### config.mk
export PLATFORM = sky130hd
export DESIGN_NAME = servo_angle_to_pulse_slew_limiter
export DESIGN_NICKNAME = d
export VERILOG_FILES = /design/src/rtl/core/sapsl_pkg.sv /design/src/rtl/core/sapsl_ctrl.sv /design/src/rtl/core/sapsl_dp.sv /design/src/rtl/core/servo_angle_to_pulse_slew_limiter.sv
export SDC_FILE = /design/constraint.sdc
export NUM_CORES = 1
export LEC_CHECK = 0
export ABC_AREA = 0
export ABC_CLOCK_PERIOD_IN_PS = 14300
export BUFFER_PORTS_ARGS = -buffer_cell sky130_fd_sc_hd__buf_4
export CORE_MARGIN = 2
export CORE_UTILIZATION = 55
export CTS_BUF_LIST = sky130_fd_sc_hd__clkbuf_8
export DETAILED_ROUTE_END_ITERATION = 8
export PLACE_DENSITY = 0.72
export SYNTH_ARGS = -nofsm -noshare
export SYNTH_HDL_FRONTEND = slang
export SYNTH_SLANG_ARGS = --single-unit
### constraint.sdc
create_clock -name clk -period 14.3 [get_ports clk]
set_clock_uncertainty 0.15 [all_clocks]
set_input_delay 0.715 -clock clk [delete_from_list [all_inputs] [get_ports clk]]
set_output_delay 0.715 -clock clk [all_outputs]
set_load 0.05 [all_outputs]
### src/rtl/core/sapsl_pkg.sv
// Package for the servo angle-to-pulse slew limiter.
// Holds command codes, register indexes, reset values and the
// controller/datapath interface structs. Depends on nothing.
package sapsl_pkg;

  // Field widths
  localparam int unsigned PULSE_W = 16;
  localparam int unsigned ANGLE_W = 16;
  localparam int unsigned LIMIT_W = 15;
  localparam int unsigned CMD_W   = 2;
  localparam int unsigned IDX_W   = 3;
  localparam int unsigned PROD_W  = 32;
  localparam int unsigned WIDE_W  = 20;

  // Restoring divider: one quotient bit per step over the full product
  localparam int unsigned DIV_STEPS = PROD_W;
  localparam int unsigned DIV_CNT_W = $clog2(DIV_STEPS);

  // Command codes
  typedef enum logic [CMD_W-1:0] {
    CMD_ANGLE   = 2'd0,
    CMD_PULSE   = 2'd1,
    CMD_NEUTRAL = 2'd2
  } cmd_t;

  // Register indexes on the configuration port
  localparam logic [IDX_W-1:0] REG_MIN_PULSE    = 3'd0;
  localparam logic [IDX_W-1:0] REG_CENTER_PULSE = 3'd1;
  localparam logic [IDX_W-1:0] REG_MAX_PULSE    = 3'd2;
  localparam logic [IDX_W-1:0] REG_MAX_ANGLE    = 3'd3;
  localparam logic [IDX_W-1:0] REG_MAX_STEP     = 3'd4;

  // Reset values
  localparam logic [PULSE_W-1:0] RST_MIN_PULSE    = 16'd1000;
  localparam logic [PULSE_W-1:0] RST_CENTER_PULSE = 16'd1500;
  localparam logic [PULSE_W-1:0] RST_MAX_PULSE    = 16'd2000;
  localparam logic [LIMIT_W-1:0] RST_MAX_ANGLE    = 15'd1000;
  localparam logic [PULSE_W-1:0] RST_MAX_STEP     = 16'd50;

  // Controller to datapath commands
  typedef struct packed {
    logic capture;   // latch the incoming transaction
    logic mult;      // form the product magnitude, clear the remainder
    logic div_step;  // one restoring division step
    logic slew;      // build the target and apply the step limit
    logic commit;    // clamp, update the held pulse, load the result
  } dp_cmd_t;

  // Datapath to controller status
  typedef struct packed {
    logic need_div;  // accepted angle command with a nonzero full scale
  } dp_stat_t;

endpackage

### src/rtl/core/sapsl_ctrl.sv
// Controller for the servo angle-to-pulse slew limiter.
// Sequences capture, multiply, serial divide, slew and commit.
// Depends on sapsl_pkg.
module sapsl_ctrl (
  input  logic                clk,
  input  logic                rst,
  input  logic                in_valid,
  output logic                in_stall,
  output logic                out_valid,
  input  logic                out_stall,
  input  sapsl_pkg::dp_stat_t stat,
  output sapsl_pkg::dp_cmd_t  cmd_o
);

  typedef enum logic [2:0] {
    ST_IDLE,
    ST_MULT,
    ST_DIV,
    ST_SLEW,
    ST_DONE
  } state_t;

  state_t                          state;
  logic [sapsl_pkg::DIV_CNT_W-1:0] div_count;
  logic                            div_last;
  logic                            slot_free;

  assign in_stall  = (state != ST_IDLE);
  assign div_last  = (div_count == sapsl_pkg::DIV_CNT_W'(sapsl_pkg::DIV_STEPS - 1));
  assign slot_free = !out_valid || !out_stall;

  always_comb begin
    cmd_o          = '0;
    cmd_o.capture  = (state == ST_IDLE) && in_valid;
    cmd_o.mult     = (state == ST_MULT);
    cmd_o.div_step = (state == ST_DIV);
    cmd_o.slew     = (state == ST_SLEW);
    cmd_o.commit   = (state == ST_DONE) && slot_free;
  end

  always_ff @(posedge clk) begin
    if (rst) begin
      state     <= ST_IDLE;
      div_count <= '0;
      out_valid <= 1'b0;
    end else begin
      if (cmd_o.commit) begin
        out_valid <= 1'b1;
      end else if (!out_stall) begin
        out_valid <= 1'b0;
      end
      case (state)
        ST_IDLE: begin
          if (in_valid) begin
            state <= ST_MULT;
          end
        end
        ST_MULT: begin
          div_count <= '0;
          state     <= stat.need_div ? ST_DIV : ST_SLEW;
        end
        ST_DIV: begin
          div_count <= div_count + 1'b1;
          if (div_last) begin
            state <= ST_SLEW;
          end
        end
        ST_SLEW: begin
          state <= ST_DONE;
        end
        ST_DONE: begin
          // hold until the output register can take the result
          if (slot_free) begin
            state <= ST_IDLE;
          end
        end
        default: begin
          state <= ST_IDLE;
        end
      endcase
    end
  end

endmodule

### src/rtl/core/sapsl_dp.sv
// Datapath for the servo angle-to-pulse slew limiter.
// Config registers, held pulse, multiplier, serial divider, slew and clamp.
// Depends on sapsl_pkg.
module sapsl_dp (
  input  logic                                  clk,
  input  logic                                  rst,
  input  logic                                  cfg_we,
  input  logic [sapsl_pkg::IDX_W-1:0]           cfg_index,
  input  logic [sapsl_pkg::PULSE_W-1:0]         cfg_data,
  input  logic [sapsl_pkg::CMD_W-1:0]           cmd,
  input  logic signed [sapsl_pkg::ANGLE_W-1:0]  steer_angle,
  input  logic [sapsl_pkg::PULSE_W-1:0]         pulse_request,
  output logic                                  accepted,
  output logic [sapsl_pkg::PULSE_W-1:0]         pulse_now,
  input  sapsl_pkg::dp_cmd_t                    ctl,
  output sapsl_pkg::dp_stat_t                   stat
);

  localparam int unsigned PW = sapsl_pkg::PULSE_W;
  localparam int unsigned AW = sapsl_pkg::ANGLE_W;
  localparam int unsigned LW = sapsl_pkg::LIMIT_W;
  localparam int unsigned XW = sapsl_pkg::PROD_W;
  localparam int unsigned WW = sapsl_pkg::WIDE_W;

  // Configuration and state
  logic [PW-1:0] min_pulse;
  logic [PW-1:0] center_pulse;
  logic [PW-1:0] max_pulse;
  logic [LW-1:0] max_angle;
  logic [PW-1:0] max_step;
  logic [PW-1:0] held_pulse;

  // Captured transaction
  sapsl_pkg::cmd_t cmd_q;
  logic            ok_q;
  logic            neg_q;
  logic [AW-1:0]   angle_mag_q;
  logic [PW-1:0]   diff_mag_q;
  logic [PW-1:0]   preq_q;

  // Divider
  logic [XW-1:0]   dvd;
  logic [LW-1:0]   rem;
  logic [LW:0]     shifted;
  logic [LW:0]     divisor;
  logic [LW:0]     rem_sub;
  logic            fits;

  // Capture-time logic
  logic            angle_neg;
  logic [AW-1:0]   angle_mag;
  logic [PW:0]     diff;
  logic [PW:0]     diff_abs;
  logic signed [AW:0] angle_ext;
  logic signed [AW:0] lim;
  logic            in_env;
  logic            ok_in;

  // Slew and clamp
  logic [PW-1:0]          q_mag;
  logic signed [WW-1:0]   q_w;
  logic signed [WW-1:0]   target;
  logic signed [WW-1:0]   h_hi;
  logic signed [WW-1:0]   h_lo;
  logic signed [WW-1:0]   slewed;
  logic signed [WW-1:0]   wide_q;
  logic signed [WW-1:0]   min_w;
  logic signed [WW-1:0]   max_w;
  logic [PW-1:0]          clamped;

  assign angle_neg = steer_angle[AW-1];
  assign angle_mag = angle_neg ? (~steer_angle + 1'b1) : steer_angle;
  assign diff      = {1'b0, max_pulse} - {1'b0, center_pulse};
  assign diff_abs  = diff[PW] ? (~diff + 1'b1) : diff;
  assign angle_ext = {steer_angle[AW-1], steer_angle};
  assign lim       = $signed({{(AW + 1 - LW){1'b0}}, max_angle});
  assign in_env    = (angle_ext <= lim) && (angle_ext >= -lim);

  always_comb begin
    case (cmd)
      sapsl_pkg::CMD_ANGLE:   ok_in = in_env;
      sapsl_pkg::CMD_PULSE:   ok_in = 1'b1;
      sapsl_pkg::CMD_NEUTRAL: ok_in = 1'b1;
      default:                ok_in = 1'b0;
    endcase
  end

  assign stat.need_div = (cmd_q == sapsl_pkg::CMD_ANGLE) && ok_q && (max_angle != '0);

  // Restoring division step
  assign shifted = {rem, dvd[XW-1]};
  assign divisor = {1'b0, max_angle};
  assign fits    = (shifted >= divisor);
  assign rem_sub = shifted - divisor;

  // Target, step limit and clamp
  assign q_mag  = (max_angle == '0) ? '0 : dvd[PW-1:0];
  assign q_w    = neg_q ? -$signed({{(WW - PW){1'b0}}, q_mag})
                        : $signed({{(WW - PW){1'b0}}, q_mag});
  assign target = $signed({{(WW - PW){1'b0}}, center_pulse}) + q_w;
  assign h_hi   = $signed({{(WW - PW){1'b0}}, held_pulse})
                + $signed({{(WW - PW){1'b0}}, max_step});
  assign h_lo   = $signed({{(WW - PW){1'b0}}, held_pulse})
                - $signed({{(WW - PW){1'b0}}, max_step});

  always_comb begin
    if (target > h_hi) begin
      slewed = h_hi;
    end else if (target < h_lo) begin
      slewed = h_lo;
    end else begin
      slewed = target;
    end
  end

  assign min_w = $signed({{(WW - PW){1'b0}}, min_pulse});
  assign max_w = $signed({{(WW - PW){1'b0}}, max_pulse});

  always_comb begin
    if (wide_q < min_w) begin
      clamped = min_pulse;
    end else if (wide_q > max_w) begin
      clamped = max_pulse;
    end else begin
      clamped = wide_q[PW-1:0];
    end
  end

  // Config registers and held pulse
  always_ff @(posedge clk) begin
    if (rst) begin
      min_pulse    <= sapsl_pkg::RST_MIN_PULSE;
      center_pulse <= sapsl_pkg::RST_CENTER_PULSE;
      max_pulse    <= sapsl_pkg::RST_MAX_PULSE;
      max_angle    <= sapsl_pkg::RST_MAX_ANGLE;
      max_step     <= sapsl_pkg::RST_MAX_STEP;
      held_pulse   <= sapsl_pkg::RST_CENTER_PULSE;
    end else begin
      if (cfg_we) begin
        case (cfg_index)
          sapsl_pkg::REG_MIN_PULSE:    min_pulse    <= cfg_data;
          sapsl_pkg::REG_CENTER_PULSE: center_pulse <= cfg_data;
          sapsl_pkg::REG_MAX_PULSE:    max_pulse    <= cfg_data;
          sapsl_pkg::REG_MAX_ANGLE:    max_angle    <= cfg_data[LW-1:0];
          sapsl_pkg::REG_MAX_STEP:     max_step     <= cfg_data;
          default: ;
        endcase
      end
      if (ctl.commit && ok_q) begin
        held_pulse <= clamped;
      end
    end
  end

  // Payload registers
  always_ff @(posedge clk) begin
    if (ctl.capture) begin
      cmd_q       <= sapsl_pkg::cmd_t'(cmd);
      ok_q        <= ok_in;
      neg_q       <= angle_neg ^ diff[PW];
      angle_mag_q <= angle_mag;
      diff_mag_q  <= diff_abs[PW-1:0];
      preq_q      <= pulse_request;
    end
    if (ctl.mult) begin
      dvd <= {{(XW - AW){1'b0}}, angle_mag_q} * {{(XW - PW){1'b0}}, diff_mag_q};
      rem <= '0;
    end else if (ctl.div_step) begin
      dvd <= {dvd[XW-2:0], fits};
      rem <= fits ? rem_sub[LW-1:0] : shifted[LW-1:0];
    end
    if (ctl.slew) begin
      case (cmd_q)
        sapsl_pkg::CMD_ANGLE: wide_q <= slewed;
        sapsl_pkg::CMD_PULSE: wide_q <= $signed({{(WW - PW){1'b0}}, preq_q});
        default:              wide_q <= $signed({{(WW - PW){1'b0}}, center_pulse});
      endcase
    end
    if (ctl.commit) begin
      accepted  <= ok_q;
      pulse_now <= ok_q ? clamped : held_pulse;
    end
  end

endmodule

### src/rtl/core/servo_angle_to_pulse_slew_limiter.sv
// Top level of the servo angle-to-pulse slew limiter.
// Joins the controller and the datapath. Depends on sapsl_pkg,
// sapsl_ctrl and sapsl_dp.
//
//   Channel  Direction  Handshake             Payload
//   in       input      in_valid / in_stall   cmd, steer_angle, pulse_request
//   out      output     out_valid / out_stall accepted, pulse_now
//   cfg      input      cfg_we (no wait)      cfg_index, cfg_data
//
// An accepted angle command with nonzero max_angle passes through a multiply
// step, the bit-serial restoring divider by max_angle, a slew step and a
// commit step. Every other transaction skips the divider. in_stall drops in
// the cycle after the commit, so a new transaction is taken only once the
// previous one has committed.
// A commit holds while the output register is stalled; rst loads reset values.
module servo_angle_to_pulse_slew_limiter (
  input  logic                                  clk,
  input  logic                                  rst,
  // configuration write port
  input  logic                                  cfg_we,
  input  logic [sapsl_pkg::IDX_W-1:0]           cfg_index,
  input  logic [sapsl_pkg::PULSE_W-1:0]         cfg_data,
  // input channel
  input  logic                                  in_valid,
  output logic                                  in_stall,
  input  logic [sapsl_pkg::CMD_W-1:0]           cmd,
  input  logic signed [sapsl_pkg::ANGLE_W-1:0]  steer_angle,
  input  logic [sapsl_pkg::PULSE_W-1:0]         pulse_request,
  // output channel
  output logic                                  out_valid,
  input  logic                                  out_stall,
  output logic                                  accepted,
  output logic [sapsl_pkg::PULSE_W-1:0]         pulse_now
);

  sapsl_pkg::dp_cmd_t  dp_cmd;
  sapsl_pkg::dp_stat_t dp_stat;

  // Sequencer: capture on acceptance, then multiply, divide, slew, commit
  sapsl_ctrl u_ctrl (
    .clk       (clk),
    .rst       (rst),
    .in_valid  (in_valid),
    .in_stall  (in_stall),
    .out_valid (out_valid),
    .out_stall (out_stall),
    .stat      (dp_stat),
    .cmd_o     (dp_cmd)
  );

  // Arithmetic, config registers, held pulse and result registers
  sapsl_dp u_dp (
    .clk           (clk),
    .rst           (rst),
    .cfg_we        (cfg_we),
    .cfg_index     (cfg_index),
    .cfg_data      (cfg_data),
    .cmd           (cmd),
    .steer_angle   (steer_angle),
    .pulse_request (pulse_request),
    .accepted      (accepted),
    .pulse_now     (pulse_now),
    .ctl           (dp_cmd),
    .stat          (dp_stat)
  );

endmodule
-- Word-level counts from Yosys, hierarchy flattened
Index checks and enable logic that the tools add are counted.
- register bits after elaboration: 240
- multiplexer cells: 22
- equal/unequal tests: 16
- add/sub/neg operators: 10
- reduce and logical (&&, ||, !) cells: 24
- multipliers: 1
- $lt $le $gt $ge: 7
- bitwise operators: 3
- operators by type and width (cell ; count):
    $mux W16 ; 5
    $mux W32 ; 2
    $mux W20 ; 3
    $pmux W20 S2 ; 1
    $sub A16 B16 Y17 ; 2
    $add A16 B1 Y16 const B ; 2
    $mul A16 B16 Y32 ; 1
    $not A16 Y16 ; 2
    $mux W15 ; 2
    $add A17 B20 Y20 ; 1
    $gt A20 B17 Y1 ; 1
    $gt A20 B20 Y1 ; 1
    $lt A20 B17 Y1 ; 1
    $lt A20 B20 Y1 ; 1
    $neg A16 Y20 ; 1
    $add A16 B16 Y17 ; 1
    $ge A16 B17 Y1 ; 1
    $neg A15 Y17 ; 1
    $ge A16 B15 Y1 ; 1
    $le A16 B16 Y1 ; 1
    $logic_not A15 Y1 ; 1
    $pmux W3 S5 ; 1
    $reduce_bool A15 Y1 ; 1
    $sub A15 B15 Y15 ; 1
    other kinds (24) ; 48

-- Depth between registers and ports, before layout
- depth in word-level cells: 9
- depth in mapped cells: 30
- depth with buffers taken out: 28

-- By module
Synthesis repeated with hierarchy kept, for this count alone.
- cell total of the unflattened synthesis: 2876
- area, all modules: 25187.9 µm²
- by module, submodules not included (module ; area an instance (µm²) ; sequential area each (µm²) ; cells an instance ; instances):
    sapsl_dp ; 24727.5 ; 5835.6 ; 2821 ; 1
    sapsl_ctrl ; 460.4 ; 180.2 ; 55 ; 1

-- Least setup slack after synthesis
OpenSTA, ideal clock, no wires.
- path kind: register -> register
- start: reg u_dp.diff_mag_q[9]
- end: reg u_dp.dvd[29] (data pin)
- buffers on the path: 1
- cell stages (with the launch flop): 24
- slack: 7.989 ns
- period minus slack after synthesis: 6.311 ns
- required time: 13.981 ns
- arrival: 5.991 ns
- path through: edfxtp_1 > clkbuf_1 > nand2_1 > fa_1 > inv_1 > fa_1 > inv_1 > fa_1 > inv_1 > fa_1 > inv_1 > fa_1 > inv_1 > fa_1 > ha_1 > a21o_1 > a21oi_1 > o21ai_0 > a211oi_1 > o41ai_2 > a31o_2 > o21a_1 > o21a_1 > o31ai_1
- word-level cells in the longest chain between the ends: 2
- ends and longest elaborated chain (element ; RTL line ; text):
    from (decl) ; sapsl_dp.sv:38 ; logic [PW-1:0] diff_mag_q;
    from (signal assigned) ; sapsl_dp.sv:162 ; diff_mag_q <= diff_abs[PW-1:0];
    $mul A16 B16 Y32 ; sapsl_dp.sv:166 ; dvd <= {{(XW - AW){1'b0}}, angle_mag_q} * {{(XW - PW){1'b0}}, diff_mag_q};
    $mux W32 ; sapsl_dp.sv:165 ; if (ctl.mult) begin
    to (signal assigned) ; sapsl_dp.sv:166 ;
    to (signal assigned) ; sapsl_dp.sv:169 ; dvd <= {dvd[XW-2:0], fits};
    to (decl) ; sapsl_dp.sv:42 ; logic [XW-1:0] dvd;
Every way passes these cells.
A chain may end at the register's enable or synchronous reset.

-- Worst setup path after layout
- start: reg u_dp.max_angle[1]
- end: reg u_dp.wide_q[8] (data pin)
- word-level cells in the longest chain between the ends: 9
- elaborated cells between the ends (all ways): 10
- those cells by class: add/sub: 2; order compare: 2; mux: 5; reduce/logical: 1
- ends and longest elaborated chain (element ; RTL line ; text):
    from (decl) ; sapsl_dp.sv:29 ; logic [LW-1:0] max_angle;
    from (signal assigned) ; sapsl_dp.sv:135 ; max_angle <= sapsl_pkg::RST_MAX_ANGLE;
    from (signal assigned) ; sapsl_dp.sv:144 ; sapsl_pkg::REG_MAX_ANGLE: max_angle <= cfg_data[LW-1:0];
    $logic_not A15 Y1 * ; sapsl_dp.sv:97 ; assign q_mag = (max_angle == '0) ? '0 : dvd[PW-1:0];
    $mux W16 * ; sapsl_dp.sv:97 ;
    $neg A16 Y20 ; sapsl_dp.sv:98 ; assign q_w = neg_q ? -$signed({{(WW - PW){1'b0}}, q_mag})
    $mux W20 * ; sapsl_dp.sv:98 ;
    $add A17 B20 Y20 * ; sapsl_dp.sv:100 ; assign target = $signed({{(WW - PW){1'b0}}, center_pulse}) + q_w;
    $lt A20 B20 Y1 ; sapsl_dp.sv:109 ; end else if (target < h_lo) begin
    $mux W20 ; sapsl_dp.sv:109 ;
    $mux W20 * ; sapsl_dp.sv:107 ; if (target > h_hi) begin
    $pmux W20 S2 * ; sapsl_dp.sv:173 ; case (cmd_q)
    to (signal assigned) ; sapsl_dp.sv:174 ; sapsl_pkg::CMD_ANGLE: wide_q <= slewed;
    to (signal assigned) ; sapsl_dp.sv:175 ; sapsl_pkg::CMD_PULSE: wide_q <= $signed({{(WW - PW){1'b0}}, preq_q});
    to (signal assigned) ; sapsl_dp.sv:176 ; default: wide_q <= $signed({{(WW - PW){1'b0}}, center_pulse});
    to (decl) ; sapsl_dp.sv:66 ; logic signed [WW-1:0] wide_q;
Every way passes the cells marked *; elsewhere a longest branch is shown, timed or not.

==> run_results.csv <==
group,metric,value,unit
critical_path,critPathMaxFanout,13,
critical_path,endpoint_kind,"flip-flop",
critical_path,critPathTopFamily,"compound AO/OA/AOI/OAI gates",
timing,max_freq,135,MHz
drt,drcViolationCount,0,
synth,synth_commonest_cells,"nand2_1, inv_1, ha_1",
critical_path,slowest_delay,810,ps
clock_network,tritoncts,"yes",
floorplanning,dieArea,0.0479,mm^2
critical_path,cp_slowest_cell,"o32ai_2",
synth,synth_area,0.0254,mm^2
floorplanning,row_count,78,
clock_network,clock-sinks,240,
drt,ant_nets,0,
drt,vias,21200,
synth,seq_area_frac_synth,23.7,%
drt,wl,69.2,mm
timing,maxSlewViolCount,0,
clock_network,clock_latency,600,ps
critical_path,start_kind,"flip-flop",
clock_network,cts_resized,0,
synth,yosys.cell_count.top_type,"nand2_1",
timing,fin_crit,7390,ps
grt,grt_use_total,29.7,%
clock_network,numCtsBuffers,43,
timing,setup_tns,0,ps
floorplanning,die_x,219,um
synth,synthTopCellsByArea,"fa_1, edfxtp_1, ha_1, dfxtp_1, nand2_1",
critical_path,cp_num_buf_inv,4,
drt,routedWlPerCell,19.3,um
cells_and_area,drive_gt1_share,6.38,%
grt,grt_max_degree,77,
grt,first_global_vias,21000,
synth,synth_top_area_share,15.7,%
synth,syn_nets,3474,
cells_and_area,fin_nets,3492,
run_status,status,"complete, no violations",
placement,place.gp.congestion,0.916,
drt,wl_met3,5.03,mm
timing,rsz0062_at_grt,"false",
grt,grt_antenna_before_repair,1,
hold_path,hold_class,"in2reg",
flow_run,max_cap_viol_count,0,
floorplanning,initial_core_util,55.8,%
critical_path,arrival,7580,ps
placement,place_area,0.0264,mm^2
grt,grt.overflow.total,0,
timing,tightestPinTransition,1210,ps
clock_network,cts_setup_buffers,0,
timing,final-hold-violation-count,0,
clock_network,clock_path_buffers,3,
timing,holdWs,144,ps
drt,drt_iter0_drc,1613,
synth,synth-edff-count,121,
critical_path,path_class,"reg2reg",
synth,syn_inst,2927,
drt,vias_per_cell,5.92,
cells_and_area,fillers,4102,
synth,async_reset_ff_share,0,%
cells_and_area,area_growth,7.41,%
timing,slew_headroom,19.1,%
cells_and_area,final_cell_area,0.0273,mm^2
grt,grt_pass1_wl,112,mm
drt,met2WireLength,31.7,mm
floorplanning,core_area,0.0455,mm^2
synth,yosys_warnings,0,
floorplanning,ios,77,
synth,syn_area_per_cell,8.68,um^2
clock_network,root_buffer,"clkbuf_8",
synth,synth-main-ff-cell,"edfxtp_1",
drt,drt-met1-wl,30.9,mm
clock_network,cts_max_level,2,
drt,firstDrtPassIters,5,
timing,layout_worst_path_cycle_share,51.7,%
timing,setup_viol,0,
synth,synth.distinct_cells,84,
synth,ys_ff_latch,240,
cells_and_area,n_antenna_cell,0,
clock_network,hold_buffers,0,
placement,portBuffers,76,
synth,synth_top_area_cell,"fa_1",
clock_network,clkTransAtPathRegs,70,ps
floorplanning,die_y,219,um
drt,dr.max_layer_used,"met4",
placement,dpl.hpwl,54.2,mm
critical_path,worstPathRequired,14480,ps
sequential cells by signal, summed over array words and instances, names as in the netlist:
signal / flops
u_ctrl.out_valid: 1
u_dp.ok_q: 1
u_dp.neg_q: 1
u_dp.min_pulse: 16
u_dp.preq_q: 16
u_dp.rem: 15
u_dp.angle_mag_q: 16
u_dp.max_pulse: 16
u_dp.center_pulse: 16
u_ctrl.state: 3
u_dp.cmd_q: 2
u_dp.max_angle: 15
u_dp.pulse_now: 16
u_dp.max_step: 16
u_ctrl.div_count: 5
u_dp.held_pulse: 16
u_dp.accepted: 1
u_dp.diff_mag_q: 16
u_dp.wide_q: 20
u_dp.dvd: 32
worst paths after layout:
path                                        start               end  slack, ps  cells past startpoint
worst min-delay path            pulse_request[13]   u_dp.preq_q[13]        140                      1
worst max-delay path            u_dp.max_angle[1]    u_dp.wide_q[8]       6910                     29
worst max register to register  u_dp.max_angle[1]    u_dp.wide_q[8]       6910                     29
worst min register to register   u_dp.max_step[6]  u_dp.max_step[6]        330                      2
area by class of cell:
| cell class | count | area [um^2] | share of cell area (%) |
|---|---|---|---|
| Tap cell | 600 | 751 | 2.75 |
| Clock buffer | 53 | 729 | 2.67 |
| Multi-Input combinational cell | 2212 | 17600 | 64.5 |
| Timing Repair Buffer | 93 | 698 | 2.56 |
| Sequential cell | 240 | 6020 | 22.1 |
| Clock inverter | 26 | 155 | 0.569 |
| Inverter | 355 | 1330 | 4.88 |
through the flow:
step | utilization, % | std cells | worst slack (ps)
2_1_floorplan | - | 2927 | 7990
5_1_grt | 60.0 | 3579 | 6220
3_5_place_dp | 58.0 | 3500 | 6940
6_report | 60.0 | 3579 | 6910
3_3_place_gp | 58.0 | 3500 | 7010
4_1_cts | 60.0 | 3579 | 6910
metal layers:
metal / up-vias / GRT usage [%]
met5: - / 0
met4: 0 / 7.82
met3: 129 / 3.71
met2: 698 / 47.9
met1: 10400 / 42.2
li1: 9998 / -
logic make-up after synthesis:
family / after synthesis / share of synthesized area (%)
buffers and inverters: 475 / 7.13
adder cells (fa/ha/maj): 489 / 30.0
AND/OR/NAND/NOR: 990 / 18.6
AO/OA/AOI/OAI: 561 / 14.4
XOR/XNOR: 137 / 4.72
flip-flops: 240 / 23.7
multiplexers: 35 / 1.40
cells in the final DEF, fill, tap and decap left out, drive strengths merged, types with 6 or more instances in the layout:
cell,instances
a211o,15
a211oi,28
a21o,39
a21oi,181
a31oi,9
and2,92
and3,17
buf,93
clkbuf,53
clkinv,9
dfxtp,119
edfxtp,121
fa,199
ha,290
inv,370
mux2i,31
nand2,460
nand2b,20
nand3,46
nand3b,26
nand4,18
nand4b,13
nor2,142
nor2b,22
nor3,61
nor4,17
nor4b,11
o211ai,16
o21a,38
o21ai,109
o21bai,13
o221ai,31
o31a,11
o31ai,20
o41ai,6
or3,21
or4,7
xnor2,95
xor2,42
Power is left out: the tool's default activity adds up to more than one toggle a clock period on the data nets, which glitch-free logic cannot reach.
